<file path="src/hw/rtl/ltee_pkg.sv">
package ltee_pkg;

	localparam int unsigned NUM_LEDS_DEF = 64;
	localparam int unsigned LED_W        = 6;
	localparam int unsigned BRIGHT_W     = 6;
	localparam int unsigned COLOUR_W     = 8;
	localparam int unsigned CNT_W        = 7;
	localparam int unsigned CFG_IDX_W    = 3;
	localparam int unsigned CFG_DATA_W   = 8;
	localparam int unsigned STEP_W       = 6;

	localparam logic [BRIGHT_W-1:0] PEAK_LEVEL  = 6'd50;
	localparam logic [BRIGHT_W-1:0] FLOOR_LEVEL = 6'd10;

	localparam logic [CNT_W-1:0]    MAX_ACTIVE_RST = 7'd20;
	localparam logic [STEP_W-1:0]   RISE_STEP_RST  = 6'd2;
	localparam logic [STEP_W-1:0]   FALL_STEP_RST  = 6'd1;
	localparam logic [COLOUR_W-1:0] IDLE_RED_RST   = 8'd10;
	localparam logic [COLOUR_W-1:0] IDLE_GREEN_RST = 8'd0;
	localparam logic [COLOUR_W-1:0] IDLE_BLUE_RST  = 8'd1;

	typedef enum logic [CFG_IDX_W-1:0] {
		REG_MAX_ACTIVE = 3'd0,
		REG_RISE_STEP  = 3'd1,
		REG_FALL_STEP  = 3'd2,
		REG_IDLE_RED   = 3'd3,
		REG_IDLE_GREEN = 3'd4,
		REG_IDLE_BLUE  = 3'd5
	} cfg_reg_t;

	typedef enum logic [1:0] {
		PH_START = 2'd0,
		PH_RISE  = 2'd1,
		PH_FALL  = 2'd2,
		PH_END   = 2'd3
	} phase_t;

	typedef enum logic {
		SQ_IDLE = 1'b0,
		SQ_RUN  = 1'b1
	} seq_state_t;

	typedef struct packed {
		logic                idle;
		phase_t              phase;
		logic [BRIGHT_W-1:0] bright;
	} led_entry_t;

	localparam led_entry_t ENTRY_RST = '{idle: 1'b1, phase: PH_START, bright: '0};

	// Brightness never exceeds 63, where (b * 13) >> 7 equals b / 10 exactly.
	function automatic logic [COLOUR_W-1:0] bright_div10(input logic [BRIGHT_W-1:0] b);
		logic [9:0] prod;
		prod = 10'(b) * 10'd13;
		return COLOUR_W'(prod[9:7]);
	endfunction

endpackage

</file>
<file path="src/hw/rtl/led_twinkle_envelope_engine_top.sv">
// Twinkle envelope engine. Each accepted request is one frame tick carrying a candidate LED;
// the block then walks LEDs 0 to NUM_LEDS-1, one LED per cycle unless the output is stalled,
// through a single shared envelope step unit, and emits one colour per LED with last marking
// the final one. Each LED goes through the read index, the memory read register and the
// output register in turn; the sequencer returns to idle as the last colour is registered,
// so the next request can be taken while that colour is on the output. in_stall is high
// for the whole walk. LED state lives in a small memory with one read and one write a cycle;
// per-entry valid bits make it read as free after reset, so no clearing pass is needed.
// Configuration must be written only between ticks by the user; the block does not enforce this.
module led_twinkle_envelope_engine_top
	import ltee_pkg::*;
#(
	parameter int unsigned NUM_LEDS = NUM_LEDS_DEF
) (
	input  logic                  clk,
	input  logic                  arst_n,
	input  logic                  cfg_wr_en,
	input  logic [CFG_IDX_W-1:0]  cfg_index,
	input  logic [CFG_DATA_W-1:0] cfg_data,
	input  logic                  in_valid,
	output logic                  in_stall,
	input  logic [LED_W-1:0]      candidate_led,
	output logic                  out_valid,
	input  logic                  out_stall,
	output logic [LED_W-1:0]      led_index,
	output logic [COLOUR_W-1:0]   red,
	output logic [COLOUR_W-1:0]   green,
	output logic [COLOUR_W-1:0]   blue,
	output logic                  last
);

	localparam int unsigned IDX_W = (NUM_LEDS > 1) ? $clog2(NUM_LEDS) : 1;
	localparam logic [IDX_W-1:0] LAST_IDX = IDX_W'(NUM_LEDS - 1);

	logic [CNT_W-1:0]    max_active_q;
	logic [STEP_W-1:0]   rise_step_q;
	logic [STEP_W-1:0]   fall_step_q;
	logic [COLOUR_W-1:0] idle_red_q;
	logic [COLOUR_W-1:0] idle_green_q;
	logic [COLOUR_W-1:0] idle_blue_q;

	seq_state_t state_q, state_d;
	logic              in_take;
	logic              take_q;
	logic [LED_W-1:0]  cand_q;
	logic [CNT_W-1:0]  act_cnt_q;
	logic [IDX_W-1:0]  rd_idx_q;
	logic              rd_pend_q;
	logic              rd_en;
	logic              s1_valid_q;
	logic [IDX_W-1:0]  idx_s1;
	led_entry_t        rdata_s1;
	logic              vld_s1;
	logic              adv;
	logic              proc;

	led_entry_t        mem_q [NUM_LEDS];
	logic [NUM_LEDS-1:0] vld_q;

	led_entry_t        cur;
	led_entry_t        nxt;
	led_entry_t        stepped;
	logic              spawn;
	logic              freeing;
	logic [CNT_W-1:0]  cnt_d;
	logic [BRIGHT_W:0] rise_sum;
	logic [BRIGHT_W:0] fall_lim;

	logic                out_valid_q;
	logic [LED_W-1:0]    led_index_q;
	logic [COLOUR_W-1:0] red_q;
	logic [COLOUR_W-1:0] green_q;
	logic [COLOUR_W-1:0] blue_q;
	logic                last_q;

	// Configuration registers.
	always_ff @(posedge clk or negedge arst_n) begin
		if (!arst_n) begin
			max_active_q <= MAX_ACTIVE_RST;
			rise_step_q  <= RISE_STEP_RST;
			fall_step_q  <= FALL_STEP_RST;
			idle_red_q   <= IDLE_RED_RST;
			idle_green_q <= IDLE_GREEN_RST;
			idle_blue_q  <= IDLE_BLUE_RST;
		end else if (cfg_wr_en) begin
			case (cfg_index)
				REG_MAX_ACTIVE: max_active_q <= cfg_data[CNT_W-1:0];
				REG_RISE_STEP:  rise_step_q  <= cfg_data[STEP_W-1:0];
				REG_FALL_STEP:  fall_step_q  <= cfg_data[STEP_W-1:0];
				REG_IDLE_RED:   idle_red_q   <= cfg_data;
				REG_IDLE_GREEN: idle_green_q <= cfg_data;
				REG_IDLE_BLUE:  idle_blue_q  <= cfg_data;
				default: ;
			endcase
		end
	end

	// Sequencer.
	always_comb begin
		state_d = state_q;
		case (state_q)
			SQ_IDLE: if (in_valid) state_d = SQ_RUN;
			SQ_RUN:  if (proc && idx_s1 == LAST_IDX) state_d = SQ_IDLE;
			default: state_d = SQ_IDLE;
		endcase
	end

	always_comb begin
		in_stall = (state_q != SQ_IDLE);
		in_take  = in_valid && (state_q == SQ_IDLE);
		adv      = !out_valid_q || !out_stall;
		proc     = s1_valid_q && adv;
		rd_en    = rd_pend_q && (!s1_valid_q || adv);
	end

	always_ff @(posedge clk or negedge arst_n) begin
		if (!arst_n) begin
			state_q    <= SQ_IDLE;
			take_q     <= 1'b0;
			cand_q     <= '0;
			rd_idx_q   <= '0;
			rd_pend_q  <= 1'b0;
			s1_valid_q <= 1'b0;
			idx_s1     <= '0;
			act_cnt_q  <= '0;
		end else begin
			state_q <= state_d;
			if (in_take) begin
				// The star limit is judged once, on the count at the start of the tick.
				take_q    <= (act_cnt_q < max_active_q) &&
				             ({1'b0, candidate_led} < (LED_W + 1)'(NUM_LEDS));
				cand_q    <= candidate_led;
				rd_idx_q  <= '0;
				rd_pend_q <= 1'b1;
			end else if (rd_en) begin
				rd_idx_q <= rd_idx_q + 1'b1;
				if (rd_idx_q == LAST_IDX) begin
					rd_pend_q <= 1'b0;
				end
			end
			if (rd_en) begin
				s1_valid_q <= 1'b1;
				idx_s1     <= rd_idx_q;
			end else if (adv) begin
				s1_valid_q <= 1'b0;
			end
			if (proc) begin
				act_cnt_q <= cnt_d;
			end
		end
	end

	// LED state memory, one read and one write a cycle.
	always_ff @(posedge clk) begin
		if (rd_en) begin
			rdata_s1 <= mem_q[rd_idx_q];
		end
		if (proc) begin
			mem_q[idx_s1] <= nxt;
		end
	end

	always_ff @(posedge clk or negedge arst_n) begin
		if (!arst_n) begin
			vld_q  <= '0;
			vld_s1 <= 1'b0;
		end else begin
			if (rd_en) begin
				vld_s1 <= vld_q[rd_idx_q];
			end
			if (proc) begin
				vld_q[idx_s1] <= 1'b1;
			end
		end
	end

	// Shared envelope step unit.
	always_comb begin
		cur      = vld_s1 ? rdata_s1 : ENTRY_RST;
		spawn    = take_q && (cand_q == LED_W'(idx_s1)) && cur.idle;
		freeing  = !cur.idle && !spawn && (cur.phase == PH_END);
		rise_sum = {1'b0, cur.bright} + {1'b0, rise_step_q};
		fall_lim = {1'b0, FLOOR_LEVEL} + {1'b0, fall_step_q};
		stepped  = cur;
		case (cur.phase)
			PH_START: begin
				stepped.bright = FLOOR_LEVEL;
				stepped.phase  = PH_RISE;
			end
			PH_RISE: begin
				if (rise_sum >= {1'b0, PEAK_LEVEL}) begin
					stepped.bright = PEAK_LEVEL;
					stepped.phase  = PH_FALL;
				end else begin
					stepped.bright = rise_sum[BRIGHT_W-1:0];
				end
			end
			PH_FALL: begin
				// Same as a signed test of brightness minus step against the floor.
				if ({1'b0, cur.bright} <= fall_lim) begin
					stepped.bright = FLOOR_LEVEL;
					stepped.phase  = PH_END;
				end else begin
					stepped.bright = cur.bright - fall_step_q;
				end
			end
			default: begin
				stepped.bright = '0;
				stepped.phase  = PH_START;
			end
		endcase

		nxt   = cur;
		cnt_d = act_cnt_q;
		if (spawn) begin
			nxt      = stepped;
			nxt.idle = 1'b0;
			cnt_d    = act_cnt_q + 1'b1;
		end else if (!cur.idle) begin
			nxt      = stepped;
			nxt.idle = freeing;
			if (freeing) begin
				cnt_d = act_cnt_q - 1'b1;
			end
		end
	end

	// Output register.
	always_ff @(posedge clk or negedge arst_n) begin
		if (!arst_n) begin
			out_valid_q <= 1'b0;
		end else if (proc) begin
			out_valid_q <= 1'b1;
		end else if (!out_stall) begin
			out_valid_q <= 1'b0;
		end
	end

	always_ff @(posedge clk) begin
		if (proc) begin
			led_index_q <= LED_W'(idx_s1);
			last_q      <= (idx_s1 == LAST_IDX);
			if (nxt.idle) begin
				red_q   <= idle_red_q;
				green_q <= idle_green_q;
				blue_q  <= idle_blue_q;
			end else begin
				red_q   <= COLOUR_W'(nxt.bright);
				green_q <= '0;
				blue_q  <= bright_div10(nxt.bright);
			end
		end
	end

	assign out_valid = out_valid_q;
	assign led_index = led_index_q;
	assign red       = red_q;
	assign green     = green_q;
	assign blue      = blue_q;
	assign last      = last_q;

	a_stall_while_busy: assert property (@(posedge clk) disable iff (!arst_n)
		(s1_valid_q || rd_pend_q) |-> in_stall)
		else $error("input taken while a tick is still being walked");

	a_count_bound: assert property (@(posedge clk) disable iff (!arst_n)
		act_cnt_q <= CNT_W'(NUM_LEDS))
		else $error("active star count above the number of LEDs");

	a_last_index: assert property (@(posedge clk) disable iff (!arst_n)
		(out_valid && last) |-> (led_index == LED_W'(NUM_LEDS - 1)))
		else $error("last flag on an LED other than the final one");

	a_accept_starts_walk: assert property (@(posedge clk) disable iff (!arst_n)
		(in_valid && !in_stall) |=> (state_q == SQ_RUN && rd_pend_q))
		else $error("accepted request did not start a walk");

	a_spawn_needs_free: assert property (@(posedge clk) disable iff (!arst_n)
		(proc && spawn) |-> (take_q && cur.idle))
		else $error("star spawned on a busy LED or without a take");

endmodule
</file>
<file path="config.mk">
export PLATFORM = sky130hd
export DESIGN_NAME = led_twinkle_envelope_engine_top
export DESIGN_NICKNAME = d
export VERILOG_FILES = /design/src/hw/rtl/ltee_pkg.sv /design/src/hw/rtl/led_twinkle_envelope_engine_top.sv
export SDC_FILE = /design/constraint.sdc
export NUM_CORES = 1
export LEC_CHECK = 0
export BUFFER_PORTS_ARGS = -buffer_cell sky130_fd_sc_hd__buf_2
export CAP_MARGIN = 20
export CORE_MARGIN = 10
export CORE_UTILIZATION = 45
export CTS_CLUSTER_SIZE = 14
export DETAILED_ROUTE_END_ITERATION = 8
export HOLD_SLACK_MARGIN = 0.06
export PLACE_DENSITY_LB_ADDON = 0.1
export SLEW_MARGIN = 20
export SYNTH_ARGS = -nofsm -noshare
export SYNTH_HDL_FRONTEND = slang
export SYNTH_SLANG_ARGS = --single-unit
</file>
<file path="constraint.sdc">
create_clock -name clk -period 16.1 [get_ports clk]
set_clock_uncertainty 0.15 [all_clocks]
set_input_delay 2.415 -clock clk [delete_from_list [all_inputs] [get_ports clk]]
set_output_delay 2.415 -clock clk [all_outputs]
set_load 0.005 [all_outputs]
</file>
* Word-level counts from Yosys, hierarchy flattened *
Memories as Yosys holds them, arrays and structs flattened. A register that Yosys moved wholly into a read port is not among the register bits.
Index checks and enable logic that the tools add are counted.

storage, ports and cells
  bits in registers = 169
  bits in latches = 0
  bits in read-only memories = 0
  logic and storage cells = 114
  RAM bits = 576
  bits of input ports = 22
  memories kept = 1
  output and inout bits = 33

memories
  memory  depth  width  rd ports  clocked after memory_dff  write ports  RTL line                               RTL
  mem_q   64     9      1         1                         1            led_twinkle_envelope_engine_top.sv:57  led_entry_t mem_q [NUM_LEDS];

operators by class
  shifts and indexed selects = 0
  muxes and demuxes = 31
  $lt $le $gt $ge = 6
  reduce and logical (&&, ||, !) cells = 30
  multipliers = 1
  bitwise gates (word level) = 2
  $add $sub $neg = 6
  eq/ne operators = 13
  div/mod/pow operators = 0

operators by type and width
  cell                                                               count
  bitwise OR 64 bit                                                  1
  2-to-1 mux 6 bit                                                   5
  2-to-1 mux 9 bit                                                   3
  one-hot mux 8 bit (3 select lines)                                 1
  2-to-1 mux 7 bit                                                   3
  < comparator 6 x 7 -> 1 bit, second input constant                 2
  AND reduction 2 bit                                                7
  2-to-1 mux 1 bit                                                   13
  == test 6 bit, second input constant                               2
  multiplier 6 x 4 -> 10 bit, second input constant                  1
  logical AND 1 bit                                                  9
  nonzero test 2 bit                                                 4
  adder 4 x 6 -> 7 bit, first input constant                         1
  adder 6 x 6 -> 7 bit                                               1
  adder 7 x 1 -> 7 bit, second input constant                        1
  greater-or-equal comparator 7 x 6 -> 1 bit, second input constant  1
  less-or-equal comparator 6 x 7 -> 1 bit                            1
  < comparator 7 bit                                                 1
  subtractor 7 x 1 -> 7 bit, second input constant                   1
  adder 6 x 1 -> 6 bit, second input constant                        1
  binary-select mux 1 bit (select 6 bit)                             1
  demux 1 bit (select 6 bit)                                         1
  == test 3 x 2 -> 1 bit, second input constant                      2
  == test 3 bit, second input constant                               2
  other kinds (16)                                                   24

* Logic depth before layout (Yosys ltp) *
Gate-level depths: netlist of run 1.

  word-level depth = 10
  mapped depth = 26
  mapped depth without buffers = 23

* Worst setup path after synthesis of run 1 *
OpenSTA, ideal clock, no wires.

  kind = register -> register
  start = reg vld_s1
  end = reg blue_q[1], in the netlist blue[1] (data pin)
  slack = 9,087 ps
  cell stages (with the launch flop) = 24
  library setup time = 269 ps
  data required time = 15,681 ps
  period minus slack after synthesis = 7,013 ps
  path buffers = 3
  arrival = 6,594 ps
  cell sequence = dfrtp_1 buf_8 buf_2 clkbuf_1 and2_1 ha_1 ha_1 a21oi_1 o31ai_1 a2bb2oi_1 and4_4 o21ai_0 o21ai_0 o21ai_0 ha_1 inv_1 fa_1 inv_1 ha_1 o2111ai_1 or4_4 and3_4 o2111ai_1 o211ai_1

RTL lines
  item                    RTL line                                RTL
  from (decl)             led_twinkle_envelope_engine_top.sv:53   logic vld_s1;
  from (signal assigned)  led_twinkle_envelope_engine_top.sv:169  vld_s1 <= vld_q[rd_idx_q];
  to (signal assigned)    led_twinkle_envelope_engine_top.sv:246  blue_q <= idle_blue_q;
  to (signal assigned)    led_twinkle_envelope_engine_top.sv:250  blue_q <= bright_div10(nxt.bright);
  to (decl)               led_twinkle_envelope_engine_top.sv:73   logic [COLOUR_W-1:0] blue_q;

==> impl_metrics.py, run 1 <==
metrics = {
    "status": {
        "outcome": "finished, final reports clean",
    },
    "logic_synthesis": {
        "synth_fp_nets": 1705,
        "mappedNetlistArea_um2": 30900,
        "synth_seq_area_share_pct": 71.06,
        "ys_seq_elements": 754,
        "postSynth.asyncResetShare_pct": 18.30,
        "synth_enable_flop_cells": 616,
        "synth-main-ff-cell": "edfxtp_1",
        "yosysUniqueCellTypes": 77,
        "postSynthAreaPerCell_um2": 18.81,
        "synthesis.instances": 1643,
        "yosys_warnings": 0,
    },
    "cells_and_area": {
        "final_layout_size_suffix_gt1_share_pct": 30.68,
        "fin_cells": 2678,
        "area_growth_syn_to_fin_pct": 12.92,
        "diodes": 0,
        "most_common_cell_after_layout_fill_and_taps_aside": "edfxtp_1",
        "mostFrequentLayoutCells": "edfxtp_1 (616), mux4_2 (204), dfrtp_1 (127)",
        "final_net_count": 1792,
        "fin_util_pct": 51.05,
        "fin_area_um2": 34890,
    },
    "floorplan": {
        "placement_rows": 96,
        "num_io_pins": 55,
        "die_area_um2": 79550,
        "die_width_um": 282.1,
        "core-area_um2": 68350,
        "floorplan.die.height_um": 282.1,
        "starting_density_of_the_core_pct": 45.21,
    },
    "placed_design": {
        "gp_congestion": 0.8171,
        "post_dp_hpwl_mm": 44.64,
        "placedInstanceArea_um2": 32260,
        "dpl.cell_count": 2526,
        "io_buffer_count": 54,
        "post_place_setup_slack_ps": 9212,
    },
    "clocking": {
        "clkSlewWorstSetupHoldPaths_ps": 60,
        "ctsResizeCount": 0,
        "cts_buffers": 80,
        "postCtsSetupRepairBufs": 0,
        "worst_skew_pair.late_latency_ps": 640,
        "ctsHoldBuffers": 0,
        "cts-root-buf": "clkbuf_16",
        "max-clock-path-buffers": 3,
        "cts.sinks": 754,
        "tritoncts": "yes",
        "htreeDepth": 3,
    },
    "run": {
        "maxCapViolations": 0,
    },
    "power_and_ir_drop": {
        "cell_internal_pwr_mw": 4.433,
        "power.switching_mw": 2.087,
        "pwr_density_cell_nw_per_um2": 186.9,
        "maximum_resistive_drop_on_vdd_uv": 103.9,
        "p_leak_nw": 12.13,
        "switching_share_pct": 32.01,
        "power.combinational.fraction_pct": 30.4,
        "sequentialPowerShare_pct": 42.0,
        "power.share.clock_pct": 27.5,
        "total_power_mw": 6.521,
    },
    "drt": {
        "routedWlPerCell_um": 26.39,
        "vias": 15320,
        "dr.pass1.iters": 5,
        "drt_iter0_drc": 1320,
        "postRouteAntennaNets": 0,
        "drt_drc_violations_left": 0,
        "route.detailed.vias_per_inst": 5.722,
        "drt_wl_total_mm": 70.66,
    },
    "timing": {
        "timing.final.setup_violations": 0,
        "finalSetupTns_ps": 0,
        "timing.final.crit_share_pct": 43.84,
        "period_minus_slack_ps": 7058,
        "maximum_achievable_frequency_ghz": 0.1417,
        "max_slew.worst_pin.slew_ps": 1074,
        "grt_setup_unrepaired": "false",
        "finalHoldViolCount": 0,
        "fin_hold_ws_ps": 311.8,
        "final-max-slew-violation-count": 0,
        "layout_setup_ws_ps": 9042,
        "slew_headroom_pct": 28.11,
    },
    "global_routing": {
        "number_of_global_route_vias_before_repair": 16050,
        "number_of_antenna_violations_at_the_first_check_in_global_routing": 3,
        "maximum_number_of_pins_on_one_net_before_global_route_repair": 82,
        "wire_length_of_the_first_global_routing_pass_mm": 107.4,
        "leftover_overflow_at_the_end_of_global_routing": 0,
        "grt_usage_pct": 18.15,
    },
    "hold_path": {
        "worst_min_path_class": "flip-flop to flip-flop",
        "hold_path_startpoint": "vld_q[38]",
    },
    "worst_setup_path": {
        "worst-path-max-fanout": 66,
        "timing.critical_path.required_ps": 16320,
        "critPathSlowestCell": "dfrtp_1",
        "worstSetupEndpointType": "flip-flop",
        "crit-reg2reg-launch": "vld_s1",
        "cp_num_cells": 23,
        "reg2reg_depth": 23,
        "timing.critical_path.from": "vld_s1",
        "endpoint": "blue[1]",
        "r2r_end": "blue[1]",
        "critical_path.top_delay_family": "compound AO/OA/AOI/OAI gates",
        "critPathBufInv": 4,
        "arrival_ps": 7280,
        "max_stage_delay_ps": 890,
        "regToRegSetupSlack_ps": 9040,
        "crit_type": "flip-flop to flip-flop",
        "critPathLaunchType": "flip-flop",
        "path_cells": "nand2_1 -> xnor2_1 -> ha_1 -> a21oi_1 -> o31ai_1 -> xor2_1 -> o31ai_1 -> o31ai_1 -> nand2_1 -> a31oi_1 -> o21bai_4 -> buf_4 -> ha_1 -> inv_1 -> fa_1 -> inv_1 -> ha_1 -> o2111ai_1 -> inv_1 -> a41oi_1 -> and3_4 -> o21a_1 -> o211ai_1",
    },
}
-- routing by layer --
metal / global-route usage (%) / vias up / routed length (um)
li1: - / 6704 / -
met1: 25.56 / 8144 / 31390
met3: 3.299 / 102 / 3796
met2: 28.71 / 374 / 34000
met5: 0 / - / 0
met4: 5.238 / 0 / 1478
-- Yosys cell counts (all sizes together), types with 9 or more instances --
cell	count	area, um2
xor2	11	96.34
ha	37	462.9
buf	25	142.6
inv	40	150.1
xnor2	18	157.7
nand2	81	306.6
nand3	11	55.05
mux2i	9	90.09
and2	21	131.4
nor2b	10	62.56
or2	66	412.9
edfxtp	616	18500
o21ai	41	205.2
clkbuf	54	202.7
nor2	84	315.3
dfrtp	131	3278
mux4	204	4594
mux2	41	461.7
a21oi	19	98.85
a21o	11	82.58
-- logic make-up after synthesis --
kind of cell               Yosys count  share of synthesized area (%)
muxes                              254                          16.65
buffers and inverters              119                          1.603
and+or+nand+nor                    311                          5.065
adders and majority gates           42                          1.757
AOI/OAI and AO/OA                  134                          3.037
xor gates and xnor gates            29                         0.8219
DFF                                754                          71.06
-- power by group through the flow --
stage	clock network, mW	logic (mW)	registers, mW
after floorplan	0	1.39	2.69
after global placement	0	1.96	2.80
after detailed placement	0	1.99	2.81
after CTS	1.84	1.99	2.77
after global routing	1.92	2.16	2.77
final	1.80	1.98	2.74
-- layout make-up --
type | count | area [um2]
fillers | 5501 | 33450
multi-input cells | 770 | 8593
well taps | 882 | 1104
clock inverters | 30 | 302.8
clock buffers | 118 | 2248
inverters | 40 | 150.1
flip-flops and latches | 754 | 21970
repair buffers | 84 | 525.5
-- registers in the layout (all words and copies together), names as in the netlist, 7 cells and up --
signal	count
idle_blue_q	8
idle_red_q	8
green	8
act_cnt_q	7
max_active_q	7
blue	8
vld_q	64
red	8
idle_green_q	8
rdata_s1	9
mem_q	576
-- worst min path at each step --
stage,slack (ps),end,depth (start not counted)
5_1_grt,330,vld_q[43],1
3_5_place_dp,300,vld_q[40],1
3_3_place_gp,300,vld_q[3],1
2_1_floorplan,270,led_index[1],0
4_1_cts,310,vld_q[24],1
6_report,310,vld_q[38],1
Note: power is estimated with default switching activity, not from simulation.
==> run 2: changes to the inputs <==
==> constraint.sdc (replaced) <==
create_clock -name clk -period 7.1 [get_ports clk]
set_clock_uncertainty 0.15 [all_clocks]
set_input_delay 1.065 -clock clk [delete_from_list [all_inputs] [get_ports clk]]
set_output_delay 1.065 -clock clk [all_outputs]
set_load 0.005 [all_outputs]
==> impl_metrics.py, run 2 (same netlist as run 1, synthesis figures left out) <==
metrics = {
    "placed_design": {
        "post_dp_hpwl_mm": 44.83,
        "placedInstanceArea_um2": 32410,
        "io_buffer_count": 54,
        "post_place_setup_slack_ps": 942.9,
        "gp_congestion": 0.8374,
    },
    "floorplan": {
        "core-area_um2": 68350,
        "starting_density_of_the_core_pct": 45.21,
        "floorplan.die.height_um": 282.1,
        "num_io_pins": 55,
        "placement_rows": 96,
        "die_width_um": 282.1,
        "die_area_um2": 79550,
    },
    "worst_setup_path": {
        "critPathLaunchType": "flip-flop",
        "arrival_ps": 6470,
        "critPathSlowestCell": "edfxtp_1",
        "max_stage_delay_ps": 610,
        "crit_type": "flip-flop to flip-flop",
        "worstSetupEndpointType": "flip-flop",
        "path_cells": "nand2_1 -> xnor2_1 -> ha_1 -> a21oi_1 -> o31ai_1 -> xor2_1 -> o31ai_1 -> o31ai_1 -> nand2_1 -> a31oi_1 -> o21bai_4 -> ha_1 -> inv_1 -> fa_1 -> inv_1 -> ha_1 -> o2111ai_1 -> inv_1 -> a41oi_1 -> and3_4 -> o21a_1 -> o211ai_1",
        "timing.critical_path.required_ps": 7320,
        "worst-path-max-fanout": 35,
    },
    "power_and_ir_drop": {
        "power.share.clock_pct": 28.1,
        "power.switching_mw": 4.748,
        "pwr_density_cell_nw_per_um2": 426.3,
        "switching_share_pct": 31.77,
        "p_leak_nw": 12.24,
        "cell_internal_pwr_mw": 10.20,
        "power.combinational.fraction_pct": 30.1,
        "maximum_resistive_drop_on_vdd_uv": 239.6,
        "sequentialPowerShare_pct": 41.8,
    },
    "clocking": {
        "clkSlewWorstSetupHoldPaths_ps": 70,
        "htreeDepth": 3,
        "ctsHoldBuffers": 0,
        "tritoncts": "yes",
        "worst_skew_pair.late_latency_ps": 630,
        "cts_buffers": 80,
        "postCtsSetupRepairBufs": 0,
        "cts-root-buf": "clkbuf_16",
        "ctsResizeCount": 0,
        "max-clock-path-buffers": 3,
        "cts.sinks": 754,
    },
    "cells_and_area": {
        "mostFrequentLayoutCells": "edfxtp_1 (616), mux4_2 (204), dfrtp_1 (127)",
        "diodes": 0,
        "largest_register_ffs": 576,
        "final_layout_size_suffix_gt1_share_pct": 30.73,
        "area_growth_syn_to_fin_pct": 13.46,
        "final_net_count": 1804,
        "fin_area_um2": 35060,
        "final.fill_count": 5517,
        "reg.largest.list": "mem_q x576, vld_q x64, rdata_s1 x9",
        "most_flop_heavy_register": "mem_q",
        "most_common_cell_after_layout_fill_and_taps_aside": "edfxtp_1",
    },
    "timing": {
        "finalSetupTns_ps": 0,
        "period_minus_slack_ps": 6250,
        "layout_setup_ws_ps": 849.9,
        "max_slew.worst_pin.slew_ps": 1096,
        "grt_setup_unrepaired": "false",
        "finalHoldViolCount": 0,
        "final-max-slew-violation-count": 0,
        "slew_headroom_pct": 26.67,
        "timing.final.setup_violations": 0,
        "maximum_achievable_frequency_ghz": 0.1600,
        "timing.final.crit_share_pct": 88.03,
    },
    "run": {
        "maxCapViolations": 0,
    },
    "global_routing": {
        "leftover_overflow_at_the_end_of_global_routing": 0,
        "number_of_antenna_violations_at_the_first_check_in_global_routing": 2,
        "wire_length_of_the_first_global_routing_pass_mm": 107.6,
        "number_of_global_route_vias_before_repair": 15960,
        "grt_usage_pct": 18.34,
        "maximum_number_of_pins_on_one_net_before_global_route_repair": 100,
    },
    "drt": {
        "drt_iter0_drc": 1226,
        "route.detailed.vias_per_inst": 5.720,
        "vias": 15380,
        "postRouteAntennaNets": 0,
        "dr.pass1.iters": 7,
        "routedWlPerCell_um": 26.56,
        "drt_drc_violations_left": 0,
        "drt_wl_total_mm": 71.39,
    },
    "status": {
        "outcome": "finished, final reports clean",
    },
    "hold_path": {
        "worst_min_path_class": "flip-flop to flip-flop",
    },
}
==> run 2: changes by cell type in the layout (fill, tap and decap cells not counted), sizes merged <==
cell,before,now
buf,84,96
clkinv,21,22
bufinv,4,9
clkbuf,118,109
inv,42,43
==> run 2: worst paths after layout <==
| check | to | cells past startpoint | startpoint | slack, ps |
|---|---|---|---|---|
| min in group asynchronous | vld_q[1] | 1 | arst_n | 320 |
| max in group asynchronous | vld_q[48] | 2 | arst_n | 5040 |
| worst max register to register | blue[1] | 22 | rdata_s1[1] | 850 |
| worst min register to register | vld_q[61] | 1 | vld_q[61] | 310 |
| worst min-delay path | vld_q[61] | 1 | vld_q[61] | 310 |
| worst max-delay path | blue[1] | 22 | rdata_s1[1] | 850 |
==> run 2: layout make-up <==
class                           count  area [um2]  share of cell area (%)
Timing Repair Buffer               96       649.4                   1.852
Inverter                           40       150.1                  0.4282
Multi-Input combinational cell    770        8568                   24.44
Clock inverter                     37       456.7                   1.303
Tap cell                          882        1104                   3.148
Clock buffer                      109        2163                   6.170
Sequential cell                   754       21970                   62.66
==> run 2: power by group through the flow <==
stage	Clock (mW)	Combinational, mW	Sequential, mW
after detailed placement	0	4.59	6.35
after global routing	4.46	4.88	6.32
after floorplan	0	3.15	6.09
after global placement	0	4.50	6.34
after CTS	4.29	4.60	6.26
final	4.20	4.49	6.25
==> run 2: routing by layer <==
layer | global-route usage, % | up-vias | part of all wire, %
met4 | 5.210 | 0 | 2.6
met1 | 25.97 | 8168 | 44
met2 | 28.95 | 379 | 48
li1 | - | 6721 | -
met3 | 3.241 | 107 | 5.2
met5 | 0 | - | 0
==> run 2: worst max-delay path, delay by kind of cell (launching register included) <==
kind	cells	cell delay, ps
AOI/OAI and AO/OA	10	2670
buffers and inverters	3	160
DFF	1	610
xor gates and xnor gates	2	450
and+or+nand+nor	3	610
adders and majority gates	4	1310
==> run 2: through the flow <==
step	hold slack (ps)	utilization, %	instances	power, mW
floorplan	273.1	-	1643	9.239
global placement	294.9	47.37	2538	10.84
detailed placement	299.5	47.42	2539	10.94
CTS	312.6	51.25	2685	15.15
global route	330.7	51.30	2688	15.67
finish	310.8	51.30	2688	14.95
==> run 3: changes to the inputs <==
--- a/config.mk
+++ b/config.mk
@@ -7,6 +7,8 @@
 export LEC_CHECK = 0
 export BUFFER_PORTS_ARGS = -buffer_cell sky130_fd_sc_hd__buf_2
 export CAP_MARGIN = 20
+export CELL_PAD_IN_SITES_DETAIL_PLACEMENT = 0
+export CELL_PAD_IN_SITES_GLOBAL_PLACEMENT = 2
 export CORE_MARGIN = 10
 export CORE_UTILIZATION = 45
 export CTS_CLUSTER_SIZE = 14
@@ -17,3 +19,4 @@
 export SYNTH_ARGS = -nofsm -noshare
 export SYNTH_HDL_FRONTEND = slang
 export SYNTH_SLANG_ARGS = --single-unit
+export TNS_END_PERCENT = 50
==> impl_metrics.py, run 3 (same netlist as run 1, synthesis figures left out) <==
metrics = {
    "drt": {
        "vias": 15340,
        "met1_routed_wirelength_after_detailed_routing_mm": 32.70,
        "highest_layer": "met4",
        "drt_iter0_drc": 1190,
        "routedWlPerCell_um": 27.08,
        "met3_length_mm": 3.729,
        "drt_drc_violations_left": 0,
        "dr_wl_met2_mm": 34.04,
        "drt_wl_total_mm": 72.63,
        "route.detailed.vias_per_inst": 5.720,
        "dr.pass1.iters": 5,
        "postRouteAntennaNets": 0,
    },
    "global_routing": {
        "number_of_antenna_violations_at_the_first_check_in_global_routing": 1,
        "leftover_overflow_at_the_end_of_global_routing": 0,
        "maximum_number_of_pins_on_one_net_before_global_route_repair": 111,
        "grt_usage_pct": 18.70,
        "number_of_global_route_vias_before_repair": 15990,
        "wire_length_of_the_first_global_routing_pass_mm": 108.8,
    },
    "run": {
        "maxCapViolations": 0,
    },
    "cells_and_area": {
        "fin_area_um2": 35160,
        "most_common_cell_after_layout_fill_and_taps_aside": "edfxtp_1",
        "largest_register_ffs": 576,
        "most_flop_heavy_register": "mem_q",
        "reg.largest.list": "mem_q x576, vld_q x64, rdata_s1 x9",
        "area_growth_syn_to_fin_pct": 13.77,
        "final_layout_size_suffix_gt1_share_pct": 31.30,
        "fin_cells": 2682,
        "mostFrequentLayoutCells": "edfxtp_1 (616), mux4_2 (204), dfrtp_1 (127)",
        "final_net_count": 1793,
    },
    "worst_setup_path": {
        "crit_type": "flip-flop to flip-flop",
        "path_cells": "buf_4 -> nand2_1 -> xnor2_1 -> ha_1 -> a21oi_1 -> o31ai_1 -> xor2_1 -> o31ai_1 -> o31ai_1 -> nand2_1 -> a31oi_1 -> o21bai_4 -> ha_1 -> inv_1 -> fa_1 -> inv_1 -> ha_1 -> o2111ai_1 -> inv_1 -> a41oi_1 -> and3_4 -> o21a_1 -> o211ai_1",
        "critPathBufInv": 4,
        "worst-path-max-fanout": 31,
        "critPathLaunchType": "flip-flop",
        "timing.critical_path.from": "vld_s1",
        "critical_path.top_delay_family": "compound AO/OA/AOI/OAI gates",
        "critPathSlowestCell": "o31ai_1",
        "timing.critical_path.required_ps": 7320,
        "arrival_ps": 6450,
        "max_stage_delay_ps": 470,
        "worstSetupEndpointType": "flip-flop",
        "crit-reg2reg-launch": "vld_s1",
    },
    "clocking": {
        "ctsHoldBuffers": 0,
        "ctsResizeCount": 0,
        "cts.sinks": 754,
        "cts_buffers": 81,
        "max-clock-path-buffers": 3,
        "cts-root-buf": "clkbuf_16",
        "clkSlewWorstSetupHoldPaths_ps": 60,
        "tritoncts": "yes",
        "htreeDepth": 3,
        "worst_skew_pair.late_latency_ps": 640,
        "postCtsSetupRepairBufs": 0,
    },
    "timing": {
        "period_minus_slack_ps": 6231,
        "maximum_achievable_frequency_ghz": 0.1605,
        "finalSetupTns_ps": 0,
        "final-max-slew-violation-count": 0,
        "grt_setup_unrepaired": "false",
        "timing.final.crit_share_pct": 87.76,
        "timing.final.setup_violations": 0,
        "max_slew.worst_pin.slew_ps": 1098,
        "finalHoldViolCount": 0,
        "slew_headroom_pct": 26.50,
    },
    "floorplan": {
        "starting_density_of_the_core_pct": 45.21,
        "num_io_pins": 55,
        "die_width_um": 282.1,
        "core-area_um2": 68350,
        "die_area_um2": 79550,
        "placement_rows": 96,
        "floorplan.die.height_um": 282.1,
    },
    "placed_design": {
        "placedInstanceArea_um2": 32300,
        "post_dp_hpwl_mm": 45.57,
        "dpl.cell_count": 2526,
        "io_buffer_count": 54,
        "gp_congestion": 0.8168,
    },
    "power_and_ir_drop": {
        "maximum_resistive_drop_on_vdd_uv": 265.0,
        "p_leak_nw": 12.27,
        "pwr_density_cell_nw_per_um2": 430.5,
    },
    "hold_path": {
        "worst_min_path_class": "flip-flop to flip-flop",
        "hold_path_startpoint": "vld_q[2]",
    },
    "status": {
        "outcome": "finished, final reports clean",
    },
}
-- run 3: cell count changes in the layout (fill, tap and decap cells not counted), moves of 3 or more --
cell      change
buf_4        -13
clkbuf_8      +8
clkinv_1      -5
nor2_1        -5
nor2_2        +5
clkbuf_1      -4
clkinv_2      +3
inv_16        -3
-- run 3: layer usage --
| layer | track usage [%] | up-vias |
|---|---|---|
| li1 | - | 6718 |
| met1 | 26.36 | 8186 |
| met2 | 28.89 | 322 |
| met3 | 3.909 | 116 |
| met4 | 5.978 | 0 |
| met5 | 0 | - |
-- run 3: cell type report --
class | count | area, um2
Antenna cell | 1 | 2.502
Clock buffer | 115 | 2308
Clock inverter | 36 | 460.4
Fill cell | 5470 | 33190
Inverter | 40 | 150.1
Multi-Input combinational cell | 770 | 8583
Sequential cell | 754 | 21970
Tap cell | 882 | 1104
Timing Repair Buffer | 84 | 579.3
-- run 3: per-stage QoR --
| step | utilization, % | hold slack [ps] | worst slack [ps] | total power [mW] |
|---|---|---|---|---|
| final | 51.44 | 310.7 | 868.9 | 15.13 |
| after global routing | 51.44 | 324.3 | 454.3 | 15.87 |
| after CTS | 51.31 | 312.5 | 880.0 | 15.33 |
| after detailed placement | 47.26 | 298.0 | 888.8 | 10.95 |
| after global placement | 47.23 | 296.0 | 1042 | 10.90 |
| after floorplan | - | 273.1 | 87.29 | 9.239 |
-- run 3: worst paths after layout --
path	to	slack (ps)	cells past startpoint
setup / recovery	blue[2]	870	23
hold / removal	vld_q[2]	310	1
setup reg to reg	blue[2]	870	23
hold reg to reg	vld_q[2]	310	1
max in group asynchronous	vld_q[50]	5050	2
min in group asynchronous	fall_step_q[4]	350	1
-- run 3: report_power, final --
part           switching (mW)  internal, mW
sequential              0.458          5.81
clock                    1.74          2.61
combinational            2.61          1.91
total                    4.81          10.3
